[src/hdl/fvs_pkg.sv]
`timescale 1ns / 1ps
package fvs_pkg;
    localparam int MAX_LEN_DEF    = 64;
    localparam int ELEM_WIDTH_DEF = 24;
    localparam int IN_WIDTH       = 24;
    localparam int VALUE_WIDTH    = 29;
    localparam int STATUS_WIDTH   = 2;
    localparam int ACC_WIDTH      = 64;
    localparam int ROOT_WIDTH     = 32;
    localparam int FRAC_BITS      = 16;

    localparam logic [STATUS_WIDTH-1:0] ST_OK       = 2'd0;
    localparam logic [STATUS_WIDTH-1:0] ST_ZERO     = 2'd1;
    localparam logic [STATUS_WIDTH-1:0] ST_OVERFLOW = 2'd2;

    localparam logic [VALUE_WIDTH-1:0] DIST_MAX = {1'b0, {(VALUE_WIDTH-1){1'b1}}};
    localparam logic [ACC_WIDTH-1:0]   COS_ONE  = 64'd65536;

    // one finished vector set, handed from front to back
    typedef struct packed {
        logic                 mode;
        logic                 overflow;
        logic [ACC_WIDTH-1:0] diff_sq;
        logic [ACC_WIDTH-1:0] dot;
        logic [ACC_WIDTH-1:0] norm_a;
        logic [ACC_WIDTH-1:0] norm_b;
    } job_t;

    typedef enum logic [3:0] {
        BK_IDLE, BK_SQRT_D, BK_SQRT_A, BK_SQRT_B, BK_MUL,
        BK_DIV_INT, BK_DIV_FRAC, BK_OUT
    } bk_state_t;
endpackage

[src/hdl/fvs_back.sv]
`timescale 1ns / 1ps
module fvs_back (
    input  logic                              aclk,
    input  logic                              aresetn,
    input  logic                              job_valid,
    output logic                              job_ready,
    input  fvs_pkg::job_t                     job,
    output logic                              out_valid,
    input  logic                              out_ready,
    output logic [fvs_pkg::VALUE_WIDTH-1:0]   out_value,
    output logic [fvs_pkg::STATUS_WIDTH-1:0]  out_status
);
    localparam int AW = fvs_pkg::ACC_WIDTH;
    localparam int RW = fvs_pkg::ROOT_WIDTH;
    localparam int VW = fvs_pkg::VALUE_WIDTH;
    localparam logic [AW-1:0] DIST_MAX_W = AW'(fvs_pkg::DIST_MAX);

    fvs_pkg::bk_state_t state_reg, state_next;
    fvs_pkg::job_t      job_reg, job_next;
    logic [AW-1:0]      x_reg, x_next, r_reg, r_next, bit_reg, bit_next;
    logic [RW-1:0]      sa_reg, sa_next;
    logic [AW-1:0]      den_reg, den_next, rem_reg, rem_next, q_reg, q_next;
    logic [5:0]         n_reg, n_next;
    logic [VW-1:0]      val_reg, val_next;
    logic [1:0]         st_reg, st_next;
    logic               neg;
    logic [AW-1:0]      mag;

    assign out_valid  = (state_reg == fvs_pkg::BK_OUT);
    assign out_value  = val_reg;
    assign out_status = st_reg;
    assign job_ready  = (state_reg == fvs_pkg::BK_IDLE);
    assign neg = job_reg.dot[AW-1];
    assign mag = neg ? (~job_reg.dot + AW'(1)) : job_reg.dot;

    always_ff @(posedge aclk) begin
        if (!aresetn) begin
            state_reg <= fvs_pkg::BK_IDLE;
        end else begin
            state_reg <= state_next;
        end
        job_reg <= job_next; x_reg <= x_next; r_reg <= r_next; bit_reg <= bit_next;
        sa_reg <= sa_next; den_reg <= den_next; rem_reg <= rem_next; q_reg <= q_next;
        n_reg <= n_next; val_reg <= val_next; st_reg <= st_next;
    end

    // back-end sequencer: one root digit per cycle, 32 steps per root; cosine mode then multiplies and divides
    always_comb begin
        state_next = state_reg;
        job_next = job_reg; x_next = x_reg; r_next = r_reg; bit_next = bit_reg;
        sa_next = sa_reg; den_next = den_reg; rem_next = rem_reg; q_next = q_reg;
        n_next = n_reg; val_next = val_reg; st_next = st_reg;
        case (state_reg)
            fvs_pkg::BK_IDLE: begin
                if (job_valid) begin
                    job_next = job;
                    r_next = '0;
                    bit_next = AW'(1) << (AW - 2);
                    val_next = '0;
                    st_next = fvs_pkg::ST_OK;
                    if (job.overflow) begin
                        st_next = fvs_pkg::ST_OVERFLOW;
                        state_next = fvs_pkg::BK_OUT;
                    end else if (!job.mode) begin
                        x_next = job.diff_sq;
                        state_next = fvs_pkg::BK_SQRT_D;
                    end else if (job.norm_a == '0 || job.norm_b == '0) begin
                        st_next = fvs_pkg::ST_ZERO;
                        state_next = fvs_pkg::BK_OUT;
                    end else begin
                        x_next = job.norm_a;
                        state_next = fvs_pkg::BK_SQRT_A;
                    end
                end
            end
            fvs_pkg::BK_SQRT_D, fvs_pkg::BK_SQRT_A, fvs_pkg::BK_SQRT_B: begin
                if (x_reg >= r_reg + bit_reg) begin
                    x_next = x_reg - (r_reg + bit_reg);
                    r_next = (r_reg >> 1) + bit_reg;
                end else begin
                    r_next = r_reg >> 1;
                end
                bit_next = bit_reg >> 2;
                if (bit_reg[0]) begin
                    if (state_reg == fvs_pkg::BK_SQRT_D) begin
                        val_next = (r_next > DIST_MAX_W) ? fvs_pkg::DIST_MAX
                                                         : VW'(r_next);
                        state_next = fvs_pkg::BK_OUT;
                    end else if (state_reg == fvs_pkg::BK_SQRT_A) begin
                        sa_next = RW'(r_next);
                        x_next = job_reg.norm_b;
                        r_next = '0;
                        bit_next = AW'(1) << (AW - 2);
                        state_next = fvs_pkg::BK_SQRT_B;
                    end else begin
                        state_next = fvs_pkg::BK_MUL;
                    end
                end
            end
            fvs_pkg::BK_MUL: begin
                // both roots fit in 32 bits, full 64-bit product
                den_next = {{(AW-RW){1'b0}}, sa_reg} * {{(AW-RW){1'b0}}, r_reg[RW-1:0]};
                rem_next = mag;
                q_next = '0;
                n_next = '0;
                state_next = fvs_pkg::BK_DIV_INT;
            end
            fvs_pkg::BK_DIV_INT: begin
                // integer part: at most one subtract matters (>=2 saturates)
                if (rem_reg >= den_reg) begin
                    rem_next = rem_reg - den_reg;
                    q_next = q_reg + AW'(1);
                    if (q_reg != '0) begin
                        q_next = fvs_pkg::COS_ONE;
                        n_next = 6'(fvs_pkg::FRAC_BITS);
                        state_next = fvs_pkg::BK_DIV_FRAC;
                    end
                end else begin
                    state_next = fvs_pkg::BK_DIV_FRAC;
                end
            end
            fvs_pkg::BK_DIV_FRAC: begin
                if (n_reg == 6'(fvs_pkg::FRAC_BITS)) begin
                    if (q_reg > fvs_pkg::COS_ONE) q_next = fvs_pkg::COS_ONE;
                    else q_next = q_reg;
                    val_next = neg ? VW'(~(q_next) + AW'(1)) : VW'(q_next);
                    state_next = fvs_pkg::BK_OUT;
                end else begin
                    n_next = n_reg + 6'd1;
                    if (rem_reg >= den_reg - rem_reg) begin
                        rem_next = rem_reg - (den_reg - rem_reg);
                        q_next = {q_reg[AW-2:0], 1'b1};
                    end else begin
                        rem_next = rem_reg + rem_reg;
                        q_next = {q_reg[AW-2:0], 1'b0};
                    end
                end
            end
            fvs_pkg::BK_OUT: begin
                if (out_ready) state_next = fvs_pkg::BK_IDLE;
            end
            default: state_next = fvs_pkg::BK_IDLE;
        endcase
    end

`ifndef SYNTHESIS
    a_out_hold: assert property (@(posedge aclk) disable iff (!aresetn)
        out_valid && !out_ready |=> out_valid && $stable(out_value) && $stable(out_status))
        else $error("result changed while stalled");
    a_err_zero: assert property (@(posedge aclk) disable iff (!aresetn)
        out_valid && st_reg != fvs_pkg::ST_OK |-> val_reg == '0)
        else $error("error result with nonzero value");
    a_take_idle: assert property (@(posedge aclk) disable iff (!aresetn)
        job_ready |-> !out_valid)
        else $error("ready while result pending");
`endif
endmodule

[config.mk]
export PLATFORM = sky130hd
export DESIGN_NAME = fvs_back
export DESIGN_NICKNAME = d
export VERILOG_FILES = /design/src/hdl/fvs_pkg.sv /design/src/hdl/fvs_back.sv
export SDC_FILE = /design/constraint.sdc
export NUM_CORES = 2
export LEC_CHECK = 0
export ABC_AREA = 1
export ABC_CLOCK_PERIOD_IN_PS = 11880
export BUFFER_PORTS_ARGS = -buffer_cell sky130_fd_sc_hd__buf_4
export CORE_ASPECT_RATIO = 0.8
export CORE_UTILIZATION = 45
export DETAILED_ROUTE_END_ITERATION = 16
export PLACE_DENSITY_LB_ADDON = 0.15
export SYNTH_ARGS = -nofsm -noshare
export SYNTH_HDL_FRONTEND = slang
export SYNTH_SLANG_ARGS = --single-unit
[constraint.sdc]
create_clock -name aclk -period 11.88 [get_ports aclk]
set_input_delay 1.782 -clock aclk [delete_from_list [all_inputs] [get_ports aclk]]
set_output_delay 1.782 -clock aclk [all_outputs]
set_load 0.02 [all_outputs]
Yosys cells after proc, flatten, opt, wreduce, memory -nomap -nowiden. Index checks and enable logic that the tools add are counted.

Bits in registers: 585. Input bits: 262.

$add $sub $neg: 11. Multipliers: 1. $lt $le $gt $ge: 5. Equal/unequal tests: 19. Multiplexer cells: 58. Bitwise logic cells: 4. Reductions and logical operators: 19.

Operator list (number): 64-bit two-way mux (25); 64-bit case mux with 2 select lines (3); 64-bit case mux with 3 select lines (2); 64-bit subtractor (4); 64-bit >= comparator (3); 63-bit two-way mux (3); 29-bit two-way mux (6); 64-bit by 1-bit adder with 64-bit output, second input constant (2); 64-bit adder (2); 64-bit zero test (2); 29-bit case mux with 3 select lines (1); 63-bit by 64-bit adder with 64-bit output (1); 64-bit by 17-bit > comparator with 1-bit output, second input constant (1); 64-bit by 28-bit > comparator with 1-bit output, second input constant (1); 32-bit by 32-bit multiplier with 64-bit output (1); 64-bit NOT (1); 64-bit nonzero test (1); 29-bit by 1-bit adder with 29-bit output, second input constant (1); 29-bit NOT (1); 4-bit two-way mux (6); 4-bit case mux with 6 select lines (1); 6-bit two-way mux (3); 6-bit case mux with 3 select lines (1); 4-bit by 3-bit equality test with 1-bit output, second input constant (4); other kinds (20) (41).

Logic depth before layout (Yosys ltp).
Depth in word-level cells: 9. Depth in mapped cells: 40. Gate-level depth less buffers: 38.

Least setup slack after synthesis. No wires, ideal clock.

Path kind: input -> register. Start point: input port job_valid. End point: register x_reg[0] (enable). Setup time: 428 ps. Arrival time: 8437 ps. Required time: 11452 ps. Slack: 3015 ps. Cell stages on the path: 3. Buffers on the path: 0. Cell sequence: inv_1 > a21oi_1 > and2_1.

Word-level cells in the longest chain between the ends: 2.

Ends and longest elaborated chain: start: declaration (line fvs_back.sv:5) `input logic job_valid,`; 2-bit != test (no line); 4-bit AND reduction (no line); end signal: assignment (line fvs_back.sv:42) `job_reg <= job_next; x_reg <= x_next; r_reg <= r_next; bit_reg <= bit_next;`; end: declaration (line fvs_back.sv:20) `logic [AW-1:0] x_reg, x_next, r_reg, r_next, bit_reg, bit_next;`.

Every way passes these cells. A chain may end at the register's enable or synchronous reset.

Worst setup path after layout.
Start point: register r_reg[17]. End point: register den_reg[58] (data pin).

Word-level cells in the longest chain between the ends: 1.

Ends and longest elaborated chain: start: declaration (line fvs_back.sv:20); start signal: assignment (line fvs_back.sv:42); 32-bit by 32-bit multiplier with 64-bit output (line fvs_back.sv:102) `den_next = {{(AW-RW){1'b0}}, sa_reg} * {{(AW-RW){1'b0}}, r_reg[RW-1:0]};`; end signal: assignment (line fvs_back.sv:43) `sa_reg <= sa_next; den_reg <= den_next; rem_reg <= rem_next; q_reg <= q_next;`; end: declaration (line fvs_back.sv:22) `logic [AW-1:0] den_reg, den_next, rem_reg, rem_next, q_reg, q_next;`.

Every way passes these cells.

==> flow_metrics.py <==
metrics = {
    "sta": {
        "hold_viol_final": 0,
        "layout_min_cycle_time_ns": 8.36,
        "setup_viol": 0,
        "maxSlewHeadroom_pct": 3.70,
        "fin_worst_skew_ns": 0.0416,
        "rsz0062_at_grt": "false",
        "final.setup.tns_ns": 0,
        "post-route-period-util_pct": 70.4,
        "tightest_slew_ns": 1.43,
        "fmax_mhz": 120,
        "slew_violations": 0,
    },
    "clock_network": {
        "ctsHoldBuffers": 0,
        "post_cts_resized": 0,
        "root_buffer": "clkbuf_16",
        "cts_buffers": 71,
        "cts_tree": "yes",
        "htree_num_levels": 3,
        "cts.sinks": 552,
        "clk_latency_ns": 0.73,
        "cts_max_path_buffers": 3,
        "postCtsSetupBuffers": 0,
        "clk_pin_slew_ns": 0.06,
    },
    "drt": {
        "wl_um": 333000,
        "drc_errors": 0,
        "vias": 79535,
        "routedWlPerCell_um": 23.4,
        "drt-pass1-iter-count": 6,
        "drt_iter0_markers": 8530,
        "viasPerCell": 5.58,
        "ant_nets": 0,
    },
    "logic_synthesis": {
        "postSynthCellCount": 11623,
        "synth_common_cells": "2,770 x nand2_1, 2,477 x inv_1, 1,043 x nor2_1, 900 x fa_1, 734 x a21oi_1",
        "synth_ff_type": "edfxtp_1",
        "synth_warnings": 0,
        "synthTopCellsByArea": "fa_1 21%, edfxtp_1 20%, nand2_1 12%",
        "synth_enable_flop_cells": 549,
        "syn_area_per_cell_um2": 7.27,
        "ys_ff_latch": 552,
        "yosysTopAreaCell": "fa_1",
        "ys_seq_area_share_pct": 19.6,
        "synth_top_area_share_pct": 21.3,
        "ys_types": 76,
        "async_flop_share_pct": 0,
        "synth_area_mm2": 0.0845,
        "post-synth-top-count-cell": "nand2_1",
        "synth.net_count": 13374,
    },
    "finish": {
        "largest_reg_flops": 128,
        "drive_gt1_share_pct": 5.38,
        "syn2layout_area_growth_pct": 8.20,
        "seqCellArea_mm2": 0.0165,
        "fill_cells": 18798,
        "fin_nets": 13431,
        "multi_input_area_mm2": 0.0570,
    },
    "global_route": {
        "grt_antenna_before_repair": 11,
        "grtUsageMet3_pct": 8.40,
        "grt_use_total_pct": 35.0,
        "gr-usage-met2_pct": 52.4,
        "grt-ovfl-total": 0,
        "use_met1_pct": 49.1,
        "top_usage_layer": "met2",
        "grt_pass1_wl_um": 497000,
        "grt_pass1_vias": 78091,
        "grt_max_degree": 109,
    },
    "setup_path": {
        "endpoint_kind": "register",
        "cp_data_arrival_time_ns": 8.90,
        "crit_type": "register to register",
        "worstReg2RegEnd": "den_reg[58]",
        "required_ns": 12.41,
        "cp_max_fo": 32,
        "critPathLaunchType": "register",
        "reg2reg_from": "r_reg[17]",
        "r2r_cells": 23,
        "worst-r2r-setup-slack_ns": 3.52,
    },
    "worst_hold_path": {
        "holdCritStartpoint": "job_reg[23]",
        "hold_end": "x_reg[23]",
        "hold_class": "register to register",
        "whs_path_depth": 2,
    },
    "floorplan": {
        "io_pins": 295,
        "die_x_um": 486,
        "initial_core_util_pct": 45.5,
        "rows": 141,
        "die_area_mm2": 0.190,
        "coreArea_mm2": 0.186,
        "die_h_um": 390,
    },
    "place": {
        "gp_congestion": 1.05,
        "numPortBuffers": 294,
        "place_hpwl_um": 270000,
    },
    "status": {
        "status": "finished clean",
    },
    "job": {
        "maxCapViolations": 0,
    },
}
-- per-layer routing --
| metal | wire length (um) | share of wire (%) | vias up |
|---|---|---|---|
| li1 | - | - | 36475 |
| met1 | 144000 | 43 | 38614 |
| met2 | 141000 | 42 | 3915 |
| met3 | 35300 | 11 | 527 |
| met4 | 13300 | 4.0 | 4 |
| met5 | 22 | 0.0066 | - |
-- through the flow --
step / util, % / worst slack (ns) / hold slack [ns] / std cells / cell area, um^2
floorplan: - / 3.01 / 0.492 / 11623 / 84500
global placement: 48.0 / 3.86 / 0.520 / 14109 / 89000
detailed placement: 48.0 / 3.77 / 0.530 / 14109 / 89000
CTS: 49.3 / 3.72 / 0.548 / 14239 / 91400
global route: 49.3 / 3.27 / 0.572 / 14240 / 91400
finish: 49.3 / 3.52 / 0.551 / 14245 / 91400
-- worst max path at each step --
stage,cells after the start,from,slack (ns),to
6_report,23,r_reg[17],3.52,den_reg[58]
5_1_grt,23,r_reg[17],3.27,den_reg[58]
4_1_cts,23,r_reg[17],3.72,den_reg[58]
3_5_place_dp,23,r_reg[17],3.77,den_reg[58]
3_3_place_gp,27,r_reg[17],3.86,den_reg[58]
2_1_floorplan,3,job_valid,3.01,x_reg[0]
-- kinds of logic (layout without fill, tap and decap cells) --
family          count (synthesis)  count (layout)  share of synthesized area, %
xor+xnor                      319             319                          3.31
simple gates                 4544            4544                          21.8
compound gates               1807            1807                          12.1
fa+ha+maj                    1489            1489                          30.0
other cells                     0               6                             0
buf+inv                      2912            3026                          13.1
flops                         552             552                          19.6
-- final cells by class --
class / instances / share of cell area (%)
antenna: 6 / 0.0164
clock buffer: 76 / 1.99
clock inverter: 54 / 0.624
inverter: 2492 / 10.2
multi-input combinational: 8159 / 62.3
sequential: 552 / 18.1
tap: 2502 / 3.42
timing repair buffer: 404 / 3.32
-- critical path, cell delays in order, from the launching register on --
cell and delay (ns):
edfxtp_1 0.48, buf_4 0.56, nand2_1 0.18, fa_1 0.57, inv_1 0.05, fa_1 0.52, inv_1 0.07, fa_1 0.51
fa_1 0.60, fa_1 0.47, fa_1 0.51, inv_1 0.05, fa_1 0.52, fa_1 0.45, ha_1 0.56, nand2_1 0.14
nor2_1 0.23, inv_1 0.11, nor4_1 0.51, nand4_1 0.21, nand3_1 0.23, a31oi_1 0.18, o21bai_1 0.19, xor2_1 0.24
-- cells in the final DEF, fill, tap and decap left out, types with 68 or more instances in the layout --
cell type	count
buf_4	404
inv_1	2475
nand4_1	98
nand3_1	366
nand2_1	2768
o211ai_1	116
nor2_1	1036
clkbuf_16	72
edfxtp_1	549
fa_1	900
o21bai_1	68
nor3_1	89
a31oi_1	83
xor2_1	195
o21ai_0	566
ha_1	589
a21oi_1	733
xnor2_1	124
Power is left out: the tool's default activity adds up to more than one toggle a clock period on the data nets, which glitch-free logic cannot reach.
